### config.mk
export PLATFORM = sky130hd
export DESIGN_NAME = utf8_to_utf16_transcoder
export DESIGN_NICKNAME = d
export VERILOG_FILES = /design/src/hw/rtl/u8u16_pkg.sv /design/src/hw/rtl/u8u16_decode.sv /design/src/hw/rtl/utf8_to_utf16_transcoder.sv
export SDC_FILE = /design/constraint.sdc
export NUM_CORES = 1
export LEC_CHECK = 0
export ABC_AREA = 1
export BUFFER_PORTS_ARGS = -buffer_cell sky130_fd_sc_hd__buf_4
export CAP_MARGIN = 5
export CORE_MARGIN = 1
export CORE_UTILIZATION = 50
export CTS_CLUSTER_DIAMETER = 50
export DETAILED_ROUTE_END_ITERATION = 8
export PLACE_DENSITY_LB_ADDON = 0.25
export SKIP_CTS_REPAIR_TIMING = 1
export SKIP_LAST_GASP = 1
export SYNTH_ARGS = -nofsm -noshare
export SYNTH_HDL_FRONTEND = slang
export SYNTH_SLANG_ARGS = --single-unit
### constraint.sdc
create_clock -name clk -period 5.4 [get_ports clk]
set_clock_uncertainty 0.05 [all_clocks]
set_input_delay 0.54 -clock clk [delete_from_list [all_inputs] [get_ports clk]]
set_output_delay 0.54 -clock clk [all_outputs]
set_load 0.05 [all_outputs]
### src/hw/rtl/u8u16_pkg.sv
// Shared types, constants and unit-forming functions for the UTF-8 to UTF-16 transcoder.
`timescale 1ns / 1ps

package u8u16_pkg;

  localparam int unsigned MAX_UNITS = 4;    // most units one input byte can cause
  localparam int unsigned CNT_W     = 3;    // holds 0..MAX_UNITS
  localparam int unsigned IDX_W     = 2;    // indexes MAX_UNITS slots

  localparam logic [15:0] SUBST_UNIT = 16'hFFFD;
  localparam logic [15:0] HI_BASE    = 16'hD800;
  localparam logic [15:0] LO_BASE    = 16'hDC00;
  localparam logic [10:0] PLANE1_OFS = 11'h040;   // 0x10000 >> 10
  localparam logic [20:0] CP_MAX     = 21'h10FFFF;

  typedef logic [15:0] unit_t;
  typedef logic [MAX_UNITS-1:0][15:0] unit_vec_t;

  // Sequence assembly state
  typedef struct packed {
    logic [20:0] acc;
    logic [1:0]  needed;
    logic [1:0]  buffered;
  } dec_state_t;

  // Units produced by one code point
  typedef struct packed {
    logic [1:0] n;
    unit_t      u0;
    unit_t      u1;
  } char_out_t;

  // Everything one input byte produces
  typedef struct packed {
    logic [CNT_W-1:0]     count;
    logic [MAX_UNITS-1:0] last;
    unit_vec_t            units;
  } dec_result_t;

  function automatic unit_t order_unit(input unit_t u, input logic swap);
    order_unit = swap ? {u[7:0], u[15:8]} : u;
  endfunction

  // One code point to one unit or a surrogate pair; bad values become the substitute.
  function automatic char_out_t put_char(input logic [20:0] cp, input logic swap);
    logic [20:0] v;
    logic [10:0] hi_ofs;
    char_out_t   r;
    v = cp;
    if (cp > CP_MAX || (cp inside {[21'h00D800:21'h00DFFF]})) begin
      v = {5'd0, SUBST_UNIT};
    end
    hi_ofs = v[20:10] - PLANE1_OFS;
    if (v[20:16] != 5'd0) begin
      r.n  = 2'd2;
      r.u0 = order_unit(HI_BASE | {6'd0, hi_ofs[9:0]}, swap);
      r.u1 = order_unit(LO_BASE | {6'd0, v[9:0]}, swap);
    end else begin
      r.n  = 2'd1;
      r.u0 = order_unit(v[15:0], swap);
      r.u1 = r.u0;
    end
    put_char = r;
  endfunction

endpackage

### src/hw/rtl/u8u16_decode.sv
// Byte decoder: next sequence state and the list of units one byte produces.
`timescale 1ns / 1ps

module u8u16_decode (
  input  logic [7:0]             in_byte,
  input  logic                   swap,
  input  u8u16_pkg::dec_state_t  st,
  output u8u16_pkg::dec_state_t  st_nxt,
  output u8u16_pkg::dec_result_t res
);
  import u8u16_pkg::*;

  logic        pending;
  logic        is_cont;
  logic [20:0] acc_sh;
  logic [1:0]  flush_n;
  char_out_t   tail;
  logic        tail_last;
  unit_t       subst;

  assign pending = (st.needed != 2'd0);
  assign is_cont = (in_byte[7:6] == 2'b10);
  assign acc_sh  = {st.acc[14:0], in_byte[5:0]};
  assign subst   = order_unit(SUBST_UNIT, swap);

  always_comb begin
    st_nxt    = st;
    flush_n   = 2'd0;
    tail      = '0;
    tail_last = 1'b0;
    if (pending && is_cont) begin
      if (st.needed == 2'd1) begin
        tail   = put_char(acc_sh, swap);
        st_nxt = '0;
      end else begin
        st_nxt.acc      = acc_sh;
        st_nxt.needed   = st.needed - 2'd1;
        st_nxt.buffered = st.buffered + 2'd1;
      end
    end else begin
      // broken sequence: one substitute per buffered byte, then treat as lead
      if (pending) begin
        flush_n = st.buffered;
      end
      st_nxt = '0;
      if (in_byte == 8'h00) begin
        tail.n    = 2'd1;
        tail.u0   = '0;
        tail.u1   = '0;
        tail_last = 1'b1;
      end else if (!in_byte[7]) begin
        tail = put_char({13'd0, in_byte}, swap);
      end else if (in_byte[7:5] == 3'b110) begin
        st_nxt.acc      = {16'd0, in_byte[4:0]};
        st_nxt.needed   = 2'd1;
        st_nxt.buffered = 2'd1;
      end else if (in_byte[7:4] == 4'b1110) begin
        st_nxt.acc      = {17'd0, in_byte[3:0]};
        st_nxt.needed   = 2'd2;
        st_nxt.buffered = 2'd1;
      end else if (in_byte[7:3] == 5'b11110) begin
        st_nxt.acc      = {18'd0, in_byte[2:0]};
        st_nxt.needed   = 2'd3;
        st_nxt.buffered = 2'd1;
      end else begin
        tail = put_char({5'd0, SUBST_UNIT}, swap);   // stray continuation or 0xF8-0xFF
      end
    end
  end

  // substitutes first, then the byte's own units
  always_comb begin
    res.count = {1'b0, flush_n} + {1'b0, tail.n};
    for (int k = 0; k < MAX_UNITS; k++) begin
      if (k < flush_n) begin
        res.units[k] = subst;
        res.last[k]  = 1'b0;
      end else if (k == flush_n) begin
        res.units[k] = tail.u0;
        res.last[k]  = tail_last;
      end else begin
        res.units[k] = tail.u1;
        res.last[k]  = 1'b0;
      end
    end
  end

endmodule

### src/hw/rtl/utf8_to_utf16_transcoder.sv
// Top level of the UTF-8 to UTF-16 transcoder.
`timescale 1ns / 1ps

// Takes one UTF-8 byte per item and delivers UTF-16 code units, one per output
// item. Each accepted byte is decoded in the same cycle and all units it causes
// (none up to four: substitutes for a broken sequence, a unit, a surrogate pair,
// or the terminator) are written into a four-slot result register, which then
// drains one unit per cycle while out_stall is low. A byte is taken whenever that
// register will be empty at the next edge, so a byte that yields several units
// (a surrogate pair, substitutes) holds off the next byte until all have left;
// with no output stall, plain text and most characters stream at one byte per
// cycle. A zero byte flushes any pending sequence and yields unit 0 with
// out_last high; it is never byte-swapped. cfg_wdata selects byte-swapped output
// when written with cfg_we high; write it only while no units are outstanding.
module utf8_to_utf16_transcoder (
  input  logic        clk,
  input  logic        rst_n,
  input  logic        cfg_we,
  input  logic        cfg_wdata,
  input  logic        in_valid,
  output logic        in_stall,
  input  logic [7:0]  in_byte,
  output logic        out_valid,
  input  logic        out_stall,
  output logic [15:0] out_unit,
  output logic        out_last
);
  import u8u16_pkg::*;

  logic                 swap_r;
  dec_state_t           st_r, st_nxt;
  dec_result_t          res;
  unit_vec_t            units_r;
  logic [MAX_UNITS-1:0] last_r;
  logic [CNT_W-1:0]     cnt_r;     // units still to deliver
  logic [IDX_W-1:0]     idx_r;     // slot of the unit on the output
  logic                 in_acc;
  logic                 out_acc;

  u8u16_decode u_decode (
    .in_byte (in_byte),
    .swap    (swap_r),
    .st      (st_r),
    .st_nxt  (st_nxt),
    .res     (res)
  );

  assign out_valid = (cnt_r != '0);
  assign out_acc   = out_valid && !out_stall;
  // free next edge: nothing queued, or the last queued unit leaves now
  assign in_stall  = (cnt_r > CNT_W'(1)) || ((cnt_r == CNT_W'(1)) && out_stall);
  assign in_acc    = in_valid && !in_stall;

  assign out_unit = units_r[idx_r];
  assign out_last = last_r[idx_r];

  always_ff @(posedge clk) begin
    if (!rst_n) begin
      swap_r <= 1'b0;
      st_r   <= '0;
      cnt_r  <= '0;
      idx_r  <= '0;
    end else begin
      if (cfg_we) begin
        swap_r <= cfg_wdata;
      end
      if (in_acc) begin
        st_r  <= st_nxt;
        cnt_r <= res.count;
        idx_r <= '0;
      end else if (out_acc) begin
        cnt_r <= cnt_r - CNT_W'(1);
        idx_r <= idx_r + IDX_W'(1);
      end
    end
  end

  // unit slots: payload only
  always_ff @(posedge clk) begin
    if (in_acc) begin
      units_r <= res.units;
      last_r  <= res.last;
    end
  end

endmodule

==> flow_summary.toml, run 1 <==
[status]
outcome = "finished clean"

[drt]
wirelength_um = 13000
viasPerCell = 5.67
vias = 4532
routedWlPerCell_um = 16.2
first_pass_iters = 5
drcViolationCount = 0
postRouteAntennaNets = 0
drt_iter0_markers = 342

[yosys]
synth_edf_count = 68
netlist_instances = 640
syn_nets = 662
yosys_warnings = 0
async_flop_share_pct = 0
synth-main-ff-cell = "edfxtp_1"
synth_seq_cells = 93
ys_seq_area_share_pct = 47.4
syn_area_per_cell_um2 = 8.39
ys_types = 46
netlist_area_um2 = 5370

[timing]
slew_headroom_pct = 27.8
final_hold_viol_count = 0
fin_tns_setup_ns = 0
period_share_pct = 54.9
rsz0062_at_grt = "no"
setup_ws_ns = 2.44
setup_viol = 0
max_freq_mhz = 337
worst_slew_pin_slew_ns = 1.08
final.min_clock_period_ns = 2.96
holdWs_ns = 0.335
slew_viol_final = 0

[grt]
groute.layer.met2.usage_pct = 39.9
grt_max_degree = 37
met1_usage_pct = 33.7
grt_pass1_vias = 4184
grt_remaining_overflow = 0
top_usage_layer = "met2"
grt_usage_pct = 24.8
grt_pass1_wl_um = 21100
gr-usage-met3_pct = 4.45
antenna_found_initial = 0

[min_path]
whs_path_depth = 3
hold_path.class = "in -> reg"

[setup_path]
path_buf_inv = 3
crit_top_cell = "buf_4"
cp_max_fo = 36
timing.rr.end = "cnt_r[2]"
end_kind = "output port"
worstSetupStartpointType = "flip-flop"
max_stage_delay_ns = 0.81
reg2reg_slack_ns = 2.52
reg2reg_depth = 17
crit_start = "idx_r[0]"
crit_chain = "buf_4, inv_1, o21ai_0, o22ai_1, buf_4"
worstPathRequired_ns = 4.81
endpoint = "out_unit[12]"
crit_type = "reg -> out"
arrival_ns = 2.37
crit_path_top_delay_cell = "inv_1"
crit_family = "buffers and inverters"
cp.depth = 5
reg2reg_from = "st_r[15]"

[flow_run]
maxCapViolations = 0

[floorplanning]
die_w_um = 106
fp.dieH_um = 106
rows = 37
ios = 33
die-area_um2 = 11200
start_util_pct = 51.8
core_area_um2 = 10400

[power_and_ir_drop]
p_total_uw = 2520
peakVddDrop_v = 0.000276
p_per_area_nw_per_um2 = 432
power.leakage_uw = 0.00246

[clock_tree]
path_clk_slew_ns = 0.09
cts_sinks = 93
htree_num_levels = 3
clock-root-buffer = "clkbuf_8"
cts_tree = "built"
clock_path_buffers = 2
cts_buffers = 9
clock_latency_ns = 0.38

[placement]
post-dp-hpwl_um = 9310
dp_slack_ns = 2.53
place_congestion = 0.989
portBuffers = 32

[final_layout]
nNetsFinal = 681
final_cell_mix = "nand2_1 (139), nor2_1 (70), edfxtp_1 (68)"
antennaDiodeCount = 0
synthToLayoutAreaGrowth_pct = 8.51
drive_gt1_share_pct = 17.5
final_common_cell = "nand2_1"
utilization_pct = 56.2
final.fill_count = 956
## kinds of logic (layout without fill, tap and decap cells)
kind of cell / after synthesis / in the layout / share of synthesized area, %
AOI/OAI and AO/OA: 123 / 123 / 14.3
xor gates and xnor gates: 4 / 4 / 0.652
and+or+nand+nor: 306 / 306 / 27.2
DFF: 93 / 93 / 47.4
buffers and inverters: 106 / 130 / 8.51
adders and majority gates: 8 / 8 / 2.00
## area by class of cell
cell class,instances,area [um^2],share of cell area (%)
Clock inverter,7,50.0,0.859
Clock buffer,9,124,2.13
Inverter,78,299,5.13
Timing Repair Buffer,36,270,4.64
Multi-Input combinational cell,441,2370,40.7
Sequential cell,93,2540,43.6
Tap cell,136,170,2.92
## worst reg2reg max path, delay by kind of cell, from the launching register on
kind / cells / cell delay, ns
compound gates: 2 / 0.27
flops: 1 / 0.40
fa+ha+maj: 3 / 0.83
buf+inv: 3 / 0.26
simple gates: 9 / 0.97
## registers in the layout, indices dropped and copies added (netlist names)
register	count
idx_r	2
st_r	19
units_r	64
cnt_r	3
last_r	4
swap_r	1
## per-stage QoR
stage,std cells,instance area (um^2)
global placement,784,5650
global route,800,5830
CTS,800,5830
finish,800,5830
floorplan,640,5370
detailed placement,784,5650
## power by group
group | switching (uW) | internal [uW]
Clock | 253 | 168
Combinational | 755 | 268
Sequential | 50.3 | 1030
## worst min-delay path by stage
stage,slack (ns),end,start
after global placement,0.40,st_r[1],st_r[1]
after floorplan,0.39,st_r[1],st_r[1]
after detailed placement,0.40,st_r[1],st_r[1]
final,0.33,swap_r,cfg_wdata
after global routing,0.36,swap_r,cfg_wdata
after CTS,0.33,swap_r,cfg_wdata
## metal layers
metal	vias to the layer above	wire, um
li1	2210	-
met1	2159	5880
met2	144	6120
met3	19	806
met4	0	193
met5	-	0
## cell usage after synthesis (9+ instances only)
cell | count | area, um^2
inv_2 | 23 | 86.3
dfxtp_1 | 25 | 500
nand2_1 | 139 | 522
a21oi_1 | 19 | 95.1
o22ai_1 | 24 | 150
edfxtp_1 | 68 | 2040
nand3_1 | 57 | 285
nor2_1 | 70 | 263
o21ai_0 | 51 | 255
inv_1 | 50 | 188
clkbuf_1 | 12 | 45.0
o211ai_1 | 9 | 67.6
No activity file was read; power rests on OpenSTA's default activity.
==> inputs of run 2 (changes only) <==
==> constraint.sdc (replaced) <==
create_clock -name clk -period 2.5 [get_ports clk]
set_clock_uncertainty 0.05 [all_clocks]
set_input_delay 0.25 -clock clk [delete_from_list [all_inputs] [get_ports clk]]
set_output_delay 0.25 -clock clk [all_outputs]
set_load 0.05 [all_outputs]
==> flow_summary.toml, run 2 (same netlist as run 1, synthesis figures left out) <==
[floorplanning]
rows = 37
ios = 33
die-area_um2 = 11200
die_w_um = 106
start_util_pct = 51.8
fp.dieH_um = 106
core_area_um2 = 10400

[final_layout]
largest_reg_flops = 64
synthToLayoutAreaGrowth_pct = 11.7
multiInputGateArea_um2 = 2410
largest_register = "units_r"
layout.area.seq_um2 = 2550
nNetsFinal = 697
utilization_pct = 57.8
final.fill_count = 940
antennaDiodeCount = 0
final_common_cell = "nand2_1"
reg_top3 = "units_r: 64 flops, st_r: 19 flops, last_r: 4 flops"
stdcell_area_um2 = 6000
drive_gt1_share_pct = 20.7
final_cell_mix = "nand2_1 (136), nor2_1 (70), edfxtp_1 (68)"

[setup_path]
crit_chain = "nor2_4, nand3_2, nand2_4, nand2_4, inv_4, nand2_4, ha_4, nand2_4, nor2_8, o21a_1, ha_2, fa_2, nand2_1, nand2_1"
path_buf_inv = 1
arrival_ns = 2.63
worstSetupStartpointType = "flip-flop"
crit_type = "reg -> reg"
cp_max_fo = 5
worstPathRequired_ns = 2.76
crit_top_cell = "nand2_4"
crit_path_top_delay_cell = "fa_2"
end_kind = "flip-flop"
crit_family = "adder cells"
max_stage_delay_ns = 0.53

[clock_tree]
clock_latency_ns = 0.36
path_clk_slew_ns = 0.09
cts_sinks = 93
cts_buffers = 9
cts_tree = "built"
clock_path_buffers = 2
htree_num_levels = 3
clock-root-buffer = "clkbuf_8"

[flow_run]
maxCapViolations = 0

[grt]
grt_remaining_overflow = 0
antenna_found_initial = 0
grt_pass1_wl_um = 21300
grt_pass1_vias = 4245
grt_max_degree = 63
grt_usage_pct = 24.8

[power_and_ir_drop]
peakVddDrop_v = 0.000578
power.switching_uw = 2280
p_per_area_nw_per_um2 = 913
power.leakage_uw = 0.00253
p_int_uw = 3190
swShare_pct = 41.7
seqPwrFrac_pct = 42.4
p_clk_share_pct = 16.2
combinationalPowerShare_pct = 41.4

[placement]
post-dp-hpwl_um = 9590
portBuffers = 32
dp_slack_ns = 0.0665
place_congestion = 0.933
placed_cell_area_um2 = 5820

[drt]
vias = 4574
drcViolationCount = 0
postRouteAntennaNets = 0
drt_iter0_markers = 387
wirelength_um = 13000
first_pass_iters = 5
routedWlPerCell_um = 15.9
viasPerCell = 5.61

[status]
outcome = "finished clean"

[timing]
setup_ws_ns = 0.123
final.min_clock_period_ns = 2.38
worst_slew_pin_slew_ns = 0.689
setup_viol = 0
rsz0062_at_grt = "no"
final_hold_viol_count = 0
period_share_pct = 95.1
slew_headroom_pct = 54.0
slew_viol_final = 0
max_freq_mhz = 421

[min_path]
hold_path.class = "in -> reg"
==> run 2: changes by cell type in the layout (fill, tap and decap cells not counted), sizes merged <==
| cell | previous run | this run |
|---|---|---|
| clkinv | 7 | 8 |
| buf | 36 | 52 |
| inv | 76 | 75 |
==> run 2: worst min-delay path: cells and delay by family <==
family          cells  cell delay [ns]
compound gates      1             0.05
buf+inv             1             0.08
simple gates        1             0.07
==> run 2: worst paths after layout <==
path                   from        to  slack, ns  depth (start not counted)
setup reg to reg   st_r[16]  cnt_r[1]       0.12                         14
hold reg to reg     st_r[1]   st_r[1]       0.42                          1
setup / recovery   st_r[16]  cnt_r[1]       0.12                         14
hold / removal    cfg_wdata    swap_r       0.06                          3
==> run 2: layout make-up <==
cell class / instances / share of cell area (%)
Clock buffer: 9 / 2.07
Clock inverter: 7 / 0.688
Inverter: 78 / 5.05
Multi-Input combinational cell: 441 / 40.2
Timing Repair Buffer: 52 / 6.72
Sequential cell: 93 / 42.5
Tap cell: 136 / 2.84
==> run 2: metrics by stage <==
stage               TNS (ns)  std cells  hold WS [ns]  total power, uW
floorplan            -0.0628        640         0.334             3980
global placement           0        798         0.405             4570
detailed placement         0        798         0.417             4630
CTS                        0        814        0.0572             5500
global route               0        816         0.104             5770
finish                     0        816        0.0600             5470
==> run 2: routing by layer <==
| layer | global-route usage, % | vias to the layer above | part of all wire, % |
|---|---|---|---|
| met4 | 7.84 | 0 | 1.4 |
| met5 | 0 | - | 0 |
| met2 | 41.1 | 139 | 48 |
| met1 | 33.9 | 2174 | 46 |
| li1 | - | 2244 | - |
| met3 | 2.91 | 17 | 4.9 |
==> run 2: power groups by stage <==
stage	logic [uW]	registers (uW)	clock network (uW)
5_1_grt	2450	2350	963
3_3_place_gp	2230	2340	0
3_5_place_dp	2280	2350	0
2_1_floorplan	1650	2330	0
4_1_cts	2280	2320	898
6_report	2270	2320	889
==> inputs of run 3 (changes only) <==
--- a/config.mk
+++ b/config.mk
@@ -12,6 +12,7 @@
 export CORE_UTILIZATION = 50
 export CTS_CLUSTER_DIAMETER = 50
 export DETAILED_ROUTE_END_ITERATION = 8
+export HOLD_SLACK_MARGIN = 0.15
 export PLACE_DENSITY_LB_ADDON = 0.25
 export SKIP_CTS_REPAIR_TIMING = 1
 export SKIP_LAST_GASP = 1
==> flow_summary.toml, run 3 (same netlist as run 1, synthesis figures left out) <==
[power_and_ir_drop]
power.leakage_uw = 0.00255
p_per_area_nw_per_um2 = 907
seqPwrFrac_pct = 42.3
p_clk_share_pct = 16.2
swShare_pct = 41.7
combinationalPowerShare_pct = 41.5
power.switching_uw = 2290
p_int_uw = 3200
p_total_uw = 5480
peakVddDrop_v = 0.000579

[final_layout]
final_cell_mix = "nand2_1 (136), nor2_1 (70), edfxtp_1 (68)"
stdcell_area_um2 = 6050
reg_top3 = "units_r: 64 flops, st_r: 19 flops, last_r: 4 flops"
final_common_cell = "nand2_1"
largest_register = "units_r"
synthToLayoutAreaGrowth_pct = 12.7
nNetsFinal = 702
utilization_pct = 58.3
largest_reg_flops = 64
antennaDiodeCount = 0
drive_gt1_share_pct = 20.6

[clock_tree]
htree_num_levels = 3
cts_sinks = 93
cts_tree = "built"
path_clk_slew_ns = 0.09
clock_path_buffers = 2
clock-root-buffer = "clkbuf_8"
cts_buffers = 9
clock_latency_ns = 0.36

[drt]
wirelength_um = 13100
vias = 4630
viasPerCell = 5.64
drt_iter0_markers = 398
routedWlPerCell_um = 16.0
first_pass_iters = 6
postRouteAntennaNets = 0
drcViolationCount = 0

[floorplanning]
die-area_um2 = 11200
ios = 33
core_area_um2 = 10400
fp.dieH_um = 106
die_w_um = 106
start_util_pct = 51.8
rows = 37

[placement]
post-dp-hpwl_um = 9590
dp_slack_ns = 0.0665
placed_cell_area_um2 = 5820
portBuffers = 32
place_congestion = 0.933

[grt]
grt_usage_pct = 24.8
grt_pass1_vias = 4245
grt_pass1_wl_um = 21300
antenna_found_initial = 0
grt_remaining_overflow = 0
grt_max_degree = 63

[setup_path]
end_kind = "flip-flop"
crit_type = "reg -> reg"
cp_max_fo = 5
worstPathRequired_ns = 2.76
arrival_ns = 2.64
worstSetupStartpointType = "flip-flop"

[timing]
slew_headroom_pct = 54.0
max_freq_mhz = 421
rsz0062_at_grt = "no"
final_hold_viol_count = 0
slew_viol_final = 0
period_share_pct = 95.1
setup_viol = 0
setup_ws_ns = 0.122
final.min_clock_period_ns = 2.38
worst_slew_pin_slew_ns = 0.690

[min_path]
hold_path.class = "in -> reg"

[status]
outcome = "finished clean"

[flow_run]
maxCapViolations = 0
-- run 3: power groups by stage --
stage / registers, uW / clock network (uW) / logic (uW)
final: 2320 / 891 / 2270
after global routing: 2350 / 963 / 2460
after CTS: 2320 / 898 / 2280
after detailed placement: 2350 / 0 / 2280
after global placement: 2340 / 0 / 2230
after floorplan: 2330 / 0 / 1650
-- run 3: worst paths after layout --
kind,endpoint,startpoint,depth (start not counted),slack (ns)
setup / recovery,cnt_r[1],st_r[16],14,0.12
hold / removal,st_r[8],in_byte[4],3,0.14
setup reg to reg,cnt_r[1],st_r[16],14,0.12
hold reg to reg,st_r[1],st_r[1],1,0.42
-- run 3: cell type report --
class / instances / area, um^2
Fill cell: 938 / 4320
Sequential cell: 93 / 2550
Multi-Input combinational cell: 441 / 2410
Timing Repair Buffer: 57 / 453
Inverter: 78 / 303
Tap cell: 136 / 170
Clock buffer: 9 / 124
Clock inverter: 7 / 41.3
-- run 3: per-layer routing --
layer	up-vias	GRT usage, %	wire [um]	part of all wire, %
met1	2219	33.9	6040	46
met5	-	0	0	0
li1	2252	-	-	-
met2	142	41.1	6270	48
met3	17	2.91	617	4.7
met4	0	7.84	184	1.4
-- run 3: critical path, cell delays in order (launching register included) --
cell and delay, ns:
dfxtp_2 0.35, nor2_4 0.13, nand3_2 0.11, nand2_4 0.11, nand2_4 0.08, inv_4 0.08
nand2_4 0.06, ha_4 0.17, nand2_4 0.11, nor2_8 0.05, o21a_1 0.17, ha_2 0.19
fa_2 0.53, nand2_1 0.05, nand2_1 0.07
-- run 3: stage by stage --
stage               TNS, ns  cells  hold slack [ns]
global route              0    821            0.161
finish                    0    821            0.144
CTS                       0    814           0.0572
detailed placement        0    798            0.417
global placement          0    798            0.405
floorplan           -0.0628    640            0.334
